===== config.mk =====
export PLATFORM = sky130hd
export DESIGN_NAME = dual_quadrature_encoder_speed_unit
export DESIGN_NICKNAME = d
export VERILOG_FILES = /design/src/hdl/qdes_pkg.sv /design/src/hdl/qdes_div.sv /design/src/hdl/dual_quadrature_encoder_speed_unit.sv
export VERILOG_INCLUDE_DIRS = /design/src /design/src/hdl
export SDC_FILE = /design/constraint.sdc
export NUM_CORES = 2
export LEC_CHECK = 0
export ABC_AREA = 1
export BUFFER_PORTS_ARGS = -buffer_cell sky130_fd_sc_hd__buf_4
export CAP_MARGIN = 25
export CORE_AREA = 2 2 265 267
export DETAILED_ROUTE_END_ITERATION = 7
export DIE_AREA = 0 0 267 269
export PLACE_DENSITY = 0.68
export SLEW_MARGIN = 20
export SYNTH_ARGS = -nofsm -noshare
export SYNTH_HDL_FRONTEND = slang
export SYNTH_SLANG_ARGS = --single-unit

===== constraint.sdc =====
create_clock -name clk -period 5.7 [get_ports clk]
set_input_delay 0.57 -clock clk [delete_from_list [all_inputs] [get_ports clk]]
set_output_delay 0.57 -clock clk [all_outputs]
set_load 0.02 [all_outputs]

===== src/hdl/dual_quadrature_encoder_speed_unit_macros.svh =====
// Assertion helpers shared by the encoder speed unit.
`ifndef DUAL_QUADRATURE_ENCODER_SPEED_UNIT_MACROS_SVH
`define DUAL_QUADRATURE_ENCODER_SPEED_UNIT_MACROS_SVH

// Same-cycle implication, masked while reset is asserted.
`define QDES_ASSERT_NOW(label, clk, rst_n, ante, cons, msg) \
  label: assert property (@(posedge clk) disable iff (!rst_n) (ante) |-> (cons)) \
    else $error(msg);

// Next-cycle implication, masked while reset is asserted.
`define QDES_ASSERT_NEXT(label, clk, rst_n, ante, cons, msg) \
  label: assert property (@(posedge clk) disable iff (!rst_n) (ante) |=> (cons)) \
    else $error(msg);

`endif


===== src/hdl/qdes_pkg.sv =====
package qdes_pkg;

  // Operation codes carried by in_op.
  typedef enum logic [1:0] {
    OP_PIN  = 2'd0,
    OP_SYNC = 2'd1,
    OP_TICK = 2'd2,
    OP_CLR  = 2'd3
  } op_t;

  typedef enum logic [1:0] {
    ST_IDLE,
    ST_DIV,
    ST_WAIT
  } top_state_t;

  typedef enum logic [1:0] {
    DV_IDLE,
    DV_MUL,
    DV_RUN,
    DV_SAT
  } div_state_t;

  typedef struct packed {
    logic busy;
    logic done;
  } div_stat_t;

  localparam int unsigned US_W = 20;
  localparam logic [US_W-1:0] US_PER_SEC = 20'd1000000;
  localparam int unsigned SPD_W = 16;

endpackage


===== src/hdl/qdes_div.sv =====
module qdes_div #(
  parameter int unsigned COUNT_WIDTH = 16,
  parameter int unsigned TIME_WIDTH  = 32
) (
  input  logic                          clk,
  input  logic                          rst_n,
  input  logic                          start,
  input  logic signed [COUNT_WIDTH-1:0] delta,
  input  logic [TIME_WIDTH-1:0]         dt,
  output qdes_pkg::div_stat_t           stat,
  output logic signed [15:0]            speed
);
  import qdes_pkg::*;

  localparam int unsigned NW    = COUNT_WIDTH + US_W;
  localparam int unsigned CNT_W = $clog2(NW + 1);

  div_state_t state_r, state_nxt;

  logic [COUNT_WIDTH-1:0] mag_r;
  logic                   neg_r;
  logic [TIME_WIDTH-1:0]  dt_r;
  logic [NW-1:0]          dvd_r;
  logic [TIME_WIDTH-1:0]  rem_r;
  logic [14:0]            q_r;
  logic                   ovf_r;
  logic [CNT_W-1:0]       cnt_r;
  logic signed [15:0]     speed_r;

  logic [TIME_WIDTH:0] rem_sh;
  logic [TIME_WIDTH:0] rem_sub;
  logic                ge;
  logic [NW-1:0]       prod;

  // one restoring step: bring in the next dividend bit, subtract when it fits
  assign rem_sh  = {rem_r, dvd_r[NW-1]};
  assign rem_sub = rem_sh - {1'b0, dt_r};
  assign ge      = (rem_sh >= {1'b0, dt_r});
  assign prod    = NW'(mag_r) * NW'(US_PER_SEC);

  always_comb begin
    state_nxt = state_r;
    unique case (state_r)
      DV_IDLE: if (start) state_nxt = DV_MUL;
      DV_MUL:  state_nxt = DV_RUN;
      DV_RUN:  if (cnt_r == CNT_W'(1)) state_nxt = DV_SAT;
      DV_SAT:  state_nxt = DV_IDLE;
    endcase
  end

  always_comb begin
    stat.busy = (state_r != DV_IDLE);
    stat.done = (state_r == DV_SAT);
  end

  always_ff @(posedge clk) begin
    if (!rst_n) begin
      state_r <= DV_IDLE;
    end else begin
      state_r <= state_nxt;
    end
  end

  always_ff @(posedge clk) begin
    unique case (state_r)
      DV_IDLE: begin
        if (start) begin
          neg_r <= delta[COUNT_WIDTH-1];
          mag_r <= delta[COUNT_WIDTH-1] ? $unsigned(-delta) : $unsigned(delta);
          dt_r  <= dt;
        end
      end
      DV_MUL: begin
        dvd_r <= prod;
        rem_r <= '0;
        q_r   <= '0;
        ovf_r <= 1'b0;
        cnt_r <= CNT_W'(NW);
      end
      DV_RUN: begin
        rem_r <= ge ? rem_sub[TIME_WIDTH-1:0] : rem_sh[TIME_WIDTH-1:0];
        dvd_r <= dvd_r << 1;
        q_r   <= {q_r[13:0], ge};
        ovf_r <= ovf_r | q_r[14];
        cnt_r <= cnt_r - CNT_W'(1);
      end
      DV_SAT: begin
        // clamp to the 16-bit signed range
        if (neg_r) begin
          speed_r <= ovf_r ? 16'sh8000 : -$signed({1'b0, q_r});
        end else begin
          speed_r <= (ovf_r || (q_r == 15'h7fff)) ? 16'sh7fff : $signed({1'b0, q_r});
        end
      end
    endcase
  end

  assign speed = speed_r;

endmodule


===== src/hdl/dual_quadrature_encoder_speed_unit.sv =====
// Channel  Handshake          Word
// -------  -----------------  ---------------------------------------------------
// in       in_valid/in_ready  op, channel, xor_level, b_level, time_us
// out      out_valid/out_ready total_left/right, speed_left/right, error_left/right
//
// Pin sample, resync and error clear give their word in the cycle after acceptance.
// A run tick is divided by two bit-serial dividers, one per encoder, that shift
// COUNT_WIDTH+20 dividend bits each; no word is taken until the tick's word loads.
// Reset (rst_n low, synchronous) clears all encoder state; the first word after
// it may be accepted in the next cycle. A run tick is taken while a word still
// waits on out; other ops wait for the output register to free.
`include "dual_quadrature_encoder_speed_unit_macros.svh"

module dual_quadrature_encoder_speed_unit #(
  parameter int unsigned COUNT_WIDTH = 16,
  parameter int unsigned TIME_WIDTH  = 32
) (
  input  logic               clk,
  input  logic               rst_n,
  input  logic               in_valid,
  output logic               in_ready,
  input  logic [1:0]         in_op,
  input  logic               in_channel,
  input  logic               in_xor_level,
  input  logic               in_b_level,
  input  logic [31:0]        in_time_us,
  output logic               out_valid,
  input  logic               out_ready,
  output logic signed [15:0] out_total_left,
  output logic signed [15:0] out_total_right,
  output logic signed [15:0] out_speed_left,
  output logic signed [15:0] out_speed_right,
  output logic               out_error_left,
  output logic               out_error_right
);
  import qdes_pkg::*;

  top_state_t state_r, state_nxt;

  // per-encoder state, index 0 left, 1 right
  logic [1:0]             prev_a_r, prev_a_nxt;
  logic [1:0]             prev_b_r, prev_b_nxt;
  logic [1:0]             prev_x_r, prev_x_nxt;
  logic [1:0]             fault_r, fault_nxt;
  logic [COUNT_WIDTH-1:0] ivl_r [2];
  logic [COUNT_WIDTH-1:0] ivl_nxt [2];
  logic [COUNT_WIDTH-1:0] total_r [2];
  logic [COUNT_WIDTH-1:0] total_nxt [2];
  logic signed [15:0]     rate_r [2];
  logic [TIME_WIDTH-1:0]  last_tick_r, last_tick_nxt;
  logic                   tick_seen_r, tick_seen_nxt;
  logic                   zero_spd_r, zero_spd_nxt;

  logic                   out_valid_r;
  logic signed [15:0]     o_total_r [2];
  logic signed [15:0]     o_speed_r [2];
  logic [1:0]             o_err_r;

  logic                   slot_free;
  logic                   accept;
  logic                   div_start;
  logic                   out_load;
  logic [TIME_WIDTH-1:0]  dt;
  div_stat_t              st_l, st_r;
  logic signed [15:0]     spd_l, spd_r;

  assign slot_free = !out_valid_r || out_ready;
  assign accept    = in_valid && in_ready;
  assign dt        = in_time_us[TIME_WIDTH-1:0] - last_tick_r;

  // ---------------- sequencer ----------------
  always_comb begin
    state_nxt = state_r;
    unique case (state_r)
      ST_IDLE: if (accept && (op_t'(in_op) == OP_TICK)) state_nxt = ST_DIV;
      ST_DIV:  if (st_l.done) state_nxt = ST_WAIT;
      ST_WAIT: if (slot_free) state_nxt = ST_IDLE;
      default: state_nxt = ST_IDLE;
    endcase
  end

  always_comb begin
    in_ready  = 1'b0;
    div_start = 1'b0;
    out_load  = 1'b0;
    unique case (state_r)
      ST_IDLE: begin
        // a tick leaves no word at once, so it need not wait for out
        in_ready  = slot_free || (op_t'(in_op) == OP_TICK);
        div_start = accept && (op_t'(in_op) == OP_TICK);
        out_load  = accept && (op_t'(in_op) != OP_TICK);
      end
      ST_DIV: begin
      end
      ST_WAIT: begin
        out_load = slot_free;
      end
      default: begin
      end
    endcase
  end

  // ---------------- encoder state update ----------------
  always_comb begin
    logic a_new;
    logic up;
    logic dn;
    prev_a_nxt    = prev_a_r;
    prev_b_nxt    = prev_b_r;
    prev_x_nxt    = prev_x_r;
    fault_nxt     = fault_r;
    ivl_nxt       = ivl_r;
    total_nxt     = total_r;
    last_tick_nxt = last_tick_r;
    tick_seen_nxt = tick_seen_r;
    zero_spd_nxt  = zero_spd_r;
    a_new         = in_xor_level ^ in_b_level;
    up            = 1'b0;
    dn            = 1'b0;
    if (accept) begin
      for (int i = 0; i < 2; i++) begin
        up = a_new ^ prev_b_r[i];
        dn = prev_a_r[i] ^ in_b_level;
        unique case (op_t'(in_op))
          OP_PIN: begin
            // count only when the xor line moved
            if ((in_channel == 1'(i)) && (in_xor_level != prev_x_r[i])) begin
              if (up && !dn) begin
                ivl_nxt[i] = ivl_r[i] + COUNT_WIDTH'(1);
              end else if (dn && !up) begin
                ivl_nxt[i] = ivl_r[i] - COUNT_WIDTH'(1);
              end
              if ((prev_a_r[i] ^ a_new) && (prev_b_r[i] ^ in_b_level)) begin
                fault_nxt[i] = 1'b1;
              end
              prev_a_nxt[i] = a_new;
              prev_b_nxt[i] = in_b_level;
              prev_x_nxt[i] = in_xor_level;
            end
          end
          OP_SYNC: begin
            if (in_channel == 1'(i)) begin
              prev_a_nxt[i] = a_new;
              prev_b_nxt[i] = in_b_level;
              prev_x_nxt[i] = in_xor_level;
              ivl_nxt[i]    = '0;
              fault_nxt[i]  = 1'b0;
            end
          end
          OP_TICK: begin
            total_nxt[i] = total_r[i] + ivl_r[i];
            ivl_nxt[i]   = '0;
          end
          OP_CLR: begin
            fault_nxt[i] = 1'b0;
          end
        endcase
      end
      if (op_t'(in_op) == OP_TICK) begin
        last_tick_nxt = in_time_us[TIME_WIDTH-1:0];
        tick_seen_nxt = 1'b1;
        zero_spd_nxt  = !tick_seen_r || (dt == '0);
      end
    end
  end

  always_ff @(posedge clk) begin
    if (!rst_n) begin
      state_r     <= ST_IDLE;
      prev_a_r    <= '0;
      prev_b_r    <= '0;
      prev_x_r    <= '0;
      fault_r     <= '0;
      ivl_r       <= '{default: '0};
      total_r     <= '{default: '0};
      rate_r      <= '{default: '0};
      last_tick_r <= '0;
      tick_seen_r <= 1'b0;
      zero_spd_r  <= 1'b0;
      out_valid_r <= 1'b0;
    end else begin
      state_r     <= state_nxt;
      prev_a_r    <= prev_a_nxt;
      prev_b_r    <= prev_b_nxt;
      prev_x_r    <= prev_x_nxt;
      fault_r     <= fault_nxt;
      ivl_r       <= ivl_nxt;
      total_r     <= total_nxt;
      last_tick_r <= last_tick_nxt;
      tick_seen_r <= tick_seen_nxt;
      zero_spd_r  <= zero_spd_nxt;
      // latch the new speeds when the tick word goes out
      if (out_load && (state_r == ST_WAIT)) begin
        rate_r[0] <= zero_spd_r ? 16'sd0 : spd_l;
        rate_r[1] <= zero_spd_r ? 16'sd0 : spd_r;
      end
      if (out_load) begin
        out_valid_r <= 1'b1;
      end else if (out_ready) begin
        out_valid_r <= 1'b0;
      end
    end
  end

  // ---------------- output register ----------------
  always_ff @(posedge clk) begin
    if (out_load) begin
      for (int i = 0; i < 2; i++) begin
        o_total_r[i] <= $signed(16'(total_nxt[i]));
        if (state_r == ST_WAIT) begin
          o_speed_r[i] <= zero_spd_r ? 16'sd0 : ((i == 0) ? spd_l : spd_r);
        end else begin
          o_speed_r[i] <= rate_r[i];
        end
      end
      // a clear reports the flags as they stood before it
      o_err_r <= ((state_r == ST_IDLE) && (op_t'(in_op) == OP_CLR)) ? fault_r : fault_nxt;
    end
  end

  assign out_valid       = out_valid_r;
  assign out_total_left  = o_total_r[0];
  assign out_total_right = o_total_r[1];
  assign out_speed_left  = o_speed_r[0];
  assign out_speed_right = o_speed_r[1];
  assign out_error_left  = o_err_r[0];
  assign out_error_right = o_err_r[1];

  // ---------------- speed dividers ----------------
  qdes_div #(
    .COUNT_WIDTH(COUNT_WIDTH),
    .TIME_WIDTH (TIME_WIDTH)
  ) u_div_l (
    .clk  (clk),
    .rst_n(rst_n),
    .start(div_start),
    .delta($signed(ivl_r[0])),
    .dt   (dt),
    .stat (st_l),
    .speed(spd_l)
  );

  qdes_div #(
    .COUNT_WIDTH(COUNT_WIDTH),
    .TIME_WIDTH (TIME_WIDTH)
  ) u_div_r (
    .clk  (clk),
    .rst_n(rst_n),
    .start(div_start),
    .delta($signed(ivl_r[1])),
    .dt   (dt),
    .stat (st_r),
    .speed(spd_r)
  );

  // ---------------- checks ----------------
  `QDES_ASSERT_NOW(a_lockstep, clk, rst_n, st_l.busy || st_r.busy, st_l == st_r, "out of step")
  `QDES_ASSERT_NEXT(a_start, clk, rst_n, div_start, state_r == ST_DIV && st_l.busy, "no division")
  `QDES_ASSERT_NOW(a_done_in_div, clk, rst_n, st_l.done, state_r == ST_DIV, "done outside tick")

endmodule


==> results.md <==
| Stage | Item | This run |
|---|---|---|
| status | Run status | complete, no violations |
| worst hold path | Type of the most critical hold path | primary input to register |
| clock network | Clock tree from TritonCTS | yes |
| route | Initial drt markers | 2172 |
| synthesis | Yosys top cell area share | 0.291 |
| worst setup path | Worst setup SP type | register |
| grt | Total routing usage reported by global routing | 0.255 |
| grt | Number of antenna violations at the first check in global routing | 3 |
| synthesis | Library cell with the largest summed area after synthesis | sky130_fd_sc_hd__edfxtp_1 |
| timing | Slew at the pin closest to its max-slew limit | 982 ps |
| clock network | TritonCTS sink count | 509 |
| worst setup path | Slowest stage delay, CP | 580 ps |
| cells and area | Area taken by multi-input logic gates | 20500 um^2 |
| route | Drt wl/cell | 16.0 um |
| route | Antenna Violating Nets Remaining | 0 |
| die | Area inside the core boundary | 69300 um^2 |
| clock network | Number of buffers added by the clock tree synthesis step | 59 |
| cells and area | Area taken by flip-flops and latches | 13800 um^2 |
| die | Die Outline Area | 71800 um^2 |
| die | Top-level port count | 109 |
| synthesis | Warnings from Yosys | 0 |
| clock network | Clk_lat worst skew | 670 ps |
| cells and area | Fill cell total of the finished layout | 6229 |
| route | Vias | 30500 |
| clock network | Clock Tree Buf Depth | 3 |
| worst setup path | Reg2reg setup slack | 340 ps |
| die | Die outline height | 269 um |
| worst setup path | Number of cells traversed by the worst register-to-register path | 19 |
| synthesis | Most repeated cell in the gate-level netlist after synthesis | sky130_fd_sc_hd__nand2_1 |
| grt | Vias in the first global route | 29300 |
| route | TritonRoute pass-1 iters | 5 |
| grt | Maximum number of pins on one net before global-route repair | 84 |
| route | Number of vias per cell | 5.31 |
| route | Residual DRC count | 0 |
| worst hold path | Beginning of the worst hold path | in_time_us[8] |
| worst setup path | Start-to-end type of the worst setup path | register to register |
| timing | # setup viols final | 0 |
| synthesis | Share of async-settable or async-resettable flops after synthesis | 0 |
| cells and area | P&R area growth vs syn | 10.5% |
| worst setup path | Crit-path most repeated cell | sky130_fd_sc_hd__fa_1 |
| run | Max-cap violations | 0 |
| clock network | H-tree depth reported by CTS | 2 |
| power and ir drop | Static Leakage | 0.0198 uW |
| synthesis | Post-synth top cells | 942 x sky130_fd_sc_hd__nand2_1, 765 x sky130_fd_sc_hd__inv_1, 467 x sky130_fd_sc_hd__nor2_1 |
| timing | Relative slew slack | 0.340 |
| place | HPWL after detailed placement | 70.5 mm |
| power and ir drop | Max IR drop VDD | 0.000340 V |
| die | Starting utilization of the core area | 0.543 |
| worst setup path | Worst Path Max Fanout | 6 |
| synthesis | Count of flip-flops with a built-in enable after synthesis | 364 |
| clock network | Clock-pin slew on the worst setup and hold paths | 70 ps |
| timing | Hold violation count in the final report | 0 |
| timing | Final cycle utilization of the critical path | 0.941 |
| cells and area | Proportion of layout cells with a drive suffix above 1 | 0.0705 |
| timing | Fmax | 0.186 GHz |
| timing | Max-slew violations | 0 |
| clock network | Cell at the root of the clock tree | sky130_fd_sc_hd__clkbuf_16 |
| place | Cell count after placement | 5626 |
| synthesis | Synthesized Nets | 5190 |
| place | RePlAce Congestion | 0.947 |
| worst setup path | Critical Path Slowest Stage Cell | sky130_fd_sc_hd__fa_1 |
| place | Port Buffers | 108 |
| worst hold path | Hold Path Cell Cnt | 3 |
| worst setup path | FF-to-FF End | u_div_r.dvd_r[28] |
| synthesis | Flop and latch count out of synthesis | 509 |
| grt | Overflow left after global routing | 0 |
| grt | First-pass GRT wire length | 148 mm |
| timing | Clock skew | 51.2 ps |
| worst setup path | Cell breakdown of the critical path | buf_4, fa_1, fa_1, fa_1, fa_1, ha_1, inv_1, fa_1, inv_1, ha_1, a21oi_1, inv_1, a31oi_1, o21bai_1, a21oi_1, o21bai_1, or2_2, nand3_1, nand2_1 |
| die | Die width | 267 um |
| cells and area | Number of nets in the final layout | 5300 |
| synthesis | Largest cells by area after synthesis | sky130_fd_sc_hd__edfxtp_1 29%, sky130_fd_sc_hd__ha_1 13%, sky130_fd_sc_hd__nand2_1 9.4% |
| timing | Period minus WS final | 5360 ps |
| synthesis | Mapped Cells | 4645 |
| die | Number of cell rows | 97 |
| worst setup path | Arrival time worst endpoint | 5740 ps |
| worst setup path | Element type at the critical path end | register |
| synthesis | Synth Area per Inst | 8.10 um^2 |
| worst setup path | Required arrival time at the worst endpoint | 6080 ps |
| worst hold path | Hold Path Sink | last_tick_r[8] |
| synthesis | Syn Std Cell Area | 37600 um^2 |
| clock network | Hold_buf cts | 0 |
| synthesis | Proportion of synthesized chip area in sequential cells | 0.368 |
| synthesis | Post-synthesis cell type count | 63 |
| power and ir drop | Power Total | 20500 uW |
| worst setup path | Origin of the critical flop-to-flop path | u_div_r.mag_r[1] |
| power and ir drop | Power density cells | 494 nW/um^2 |
| synthesis | Primary flip-flop cell chosen by synthesis mapping | sky130_fd_sc_hd__edfxtp_1 |
| cells and area | Number of standard cells in the layout, taps in and fillers out | 5748 |
| route | Detailed Route WL | 91.7 mm |
layout make-up:
class / instances / share of cell area
Multi-Input combinational cell: 3267 / 0.493
Sequential cell: 509 / 0.333
Inverter: 777 / 0.0705
Clock buffer: 73 / 0.0375
Tap cell: 940 / 0.0283
Timing Repair Buffer: 141 / 0.0255
Clock inverter: 39 / 0.0127
Antenna cell: 2 / 0.000120
critical path: cells and delay by family, from the launching register on:
kind                       cells  cell delay [ps]
AOI/OAI and AO/OA              5              860
adders and majority gates      7             3090
buffers and inverters          4              320
DFF                            1              430
and+or+nand+nor                3              400
registers in the layout (all words and copies together) (netlist names), 15 cells and up:
| name | cells |
|---|---|
| u_div_r.mag_r | 16 |
| u_div_l.dvd_r | 30 |
| last_tick_r | 32 |
| ivl_r | 32 |
| o_total_r | 32 |
| u_div_l.speed | 16 |
| o_speed_r | 32 |
| u_div_r.q_r | 15 |
| rate_r | 32 |
| u_div_l.dt_r | 32 |
| u_div_l.q_r | 15 |
| u_div_l.rem_r | 32 |
| u_div_r.dt_r | 32 |
| u_div_l.mag_r | 16 |
| u_div_r.speed | 16 |
| u_div_r.dvd_r | 30 |
| total_r | 32 |
| u_div_r.rem_r | 32 |
power breakdown:
part	internal (uW)	leakage, uW	switching (uW)
Sequential	5410	0.00464	491
Combinational	3740	0.0141	6870
Clock	2380	0.00100	1640
metal layers:
metal / vias to the layer above / global-route usage / part of all wire
li1: 15500 / - / -
met1: 14200 / 0.348 / 0.46
met2: 680 / 0.430 / 0.47
met3: 156 / 0.0269 / 0.043
met4: 0 / 0.0790 / 0.026
met5: - / 0 / 0
cells by family (layout without fill, tap and decap cells):
family / count (synthesis) / in the layout / share of synthesized area
and+or+nand+nor: 1786 / 1786 / 0.198
adders and majority gates: 504 / 504 / 0.191
DFF: 509 / 509 / 0.368
xor gates and xnor gates: 129 / 129 / 0.0300
other: 0 / 2 / 0
buffers and inverters: 869 / 1030 / 0.0894
AOI/OAI and AO/OA: 848 / 848 / 0.124
repair_timing:
action                                  CTS  global route
gates resized for setup                   0             4
buffers inserted                          0             8
endpoints found under the hold margin     0             0
endpoints found under the setup margin    0             8
per-stage QoR:
step           hold WS [ps]  setup TNS, ps  utilization  instance area (um^2)  setup WS, ps
3_3_place_gp            442              0        0.569                 39400           390
4_1_cts                 168              0        0.599                 41500           262
6_report                209              0        0.600                 41600           336
2_1_floorplan           433              0            -                 37600           544
3_5_place_dp            450              0        0.569                 39400           275
5_1_grt                 206          -16.2        0.600                 41600         -12.2
layout by cell type, fill, tap and decap left out, types with 38 or more instances in the layout:
cell                        synthesis  final
sky130_fd_sc_hd__nand3_1          179    179
sky130_fd_sc_hd__a21oi_1          356    354
sky130_fd_sc_hd__ha_1             387    383
sky130_fd_sc_hd__nor2_1           467    465
sky130_fd_sc_hd__inv_1            765    765
sky130_fd_sc_hd__xnor2_1           57     57
sky130_fd_sc_hd__nor3_1            49     48
sky130_fd_sc_hd__xor2_1            72     72
sky130_fd_sc_hd__buf_4              3    141
sky130_fd_sc_hd__dfxtp_1          145    145
sky130_fd_sc_hd__edfxtp_1         364    364
sky130_fd_sc_hd__fa_1             117    117
sky130_fd_sc_hd__clkbuf_16          0     59
sky130_fd_sc_hd__o21ai_1           37     38
sky130_fd_sc_hd__nand2_1          942    941
sky130_fd_sc_hd__o21ai_0          306    305
sky130_fd_sc_hd__nand4_1           44     44
worst max path at each step:
stage	from	end	slack (ps)	depth (start not counted)
after floorplan	u_div_l.mag_r[1]	u_div_l.dvd_r[31]	540	20
after global placement	u_div_l.mag_r[2]	u_div_l.dvd_r[31]	390	20
after detailed placement	u_div_r.mag_r[2]	u_div_r.dvd_r[28]	280	19
after CTS	u_div_l.mag_r[4]	u_div_l.dvd_r[30]	260	21
after global routing	u_div_r.mag_r[1]	u_div_r.dvd_r[28]	-10	19
final	u_div_r.mag_r[1]	u_div_r.dvd_r[28]	340	19
Note: power is estimated with default switching activity, not from simulation.
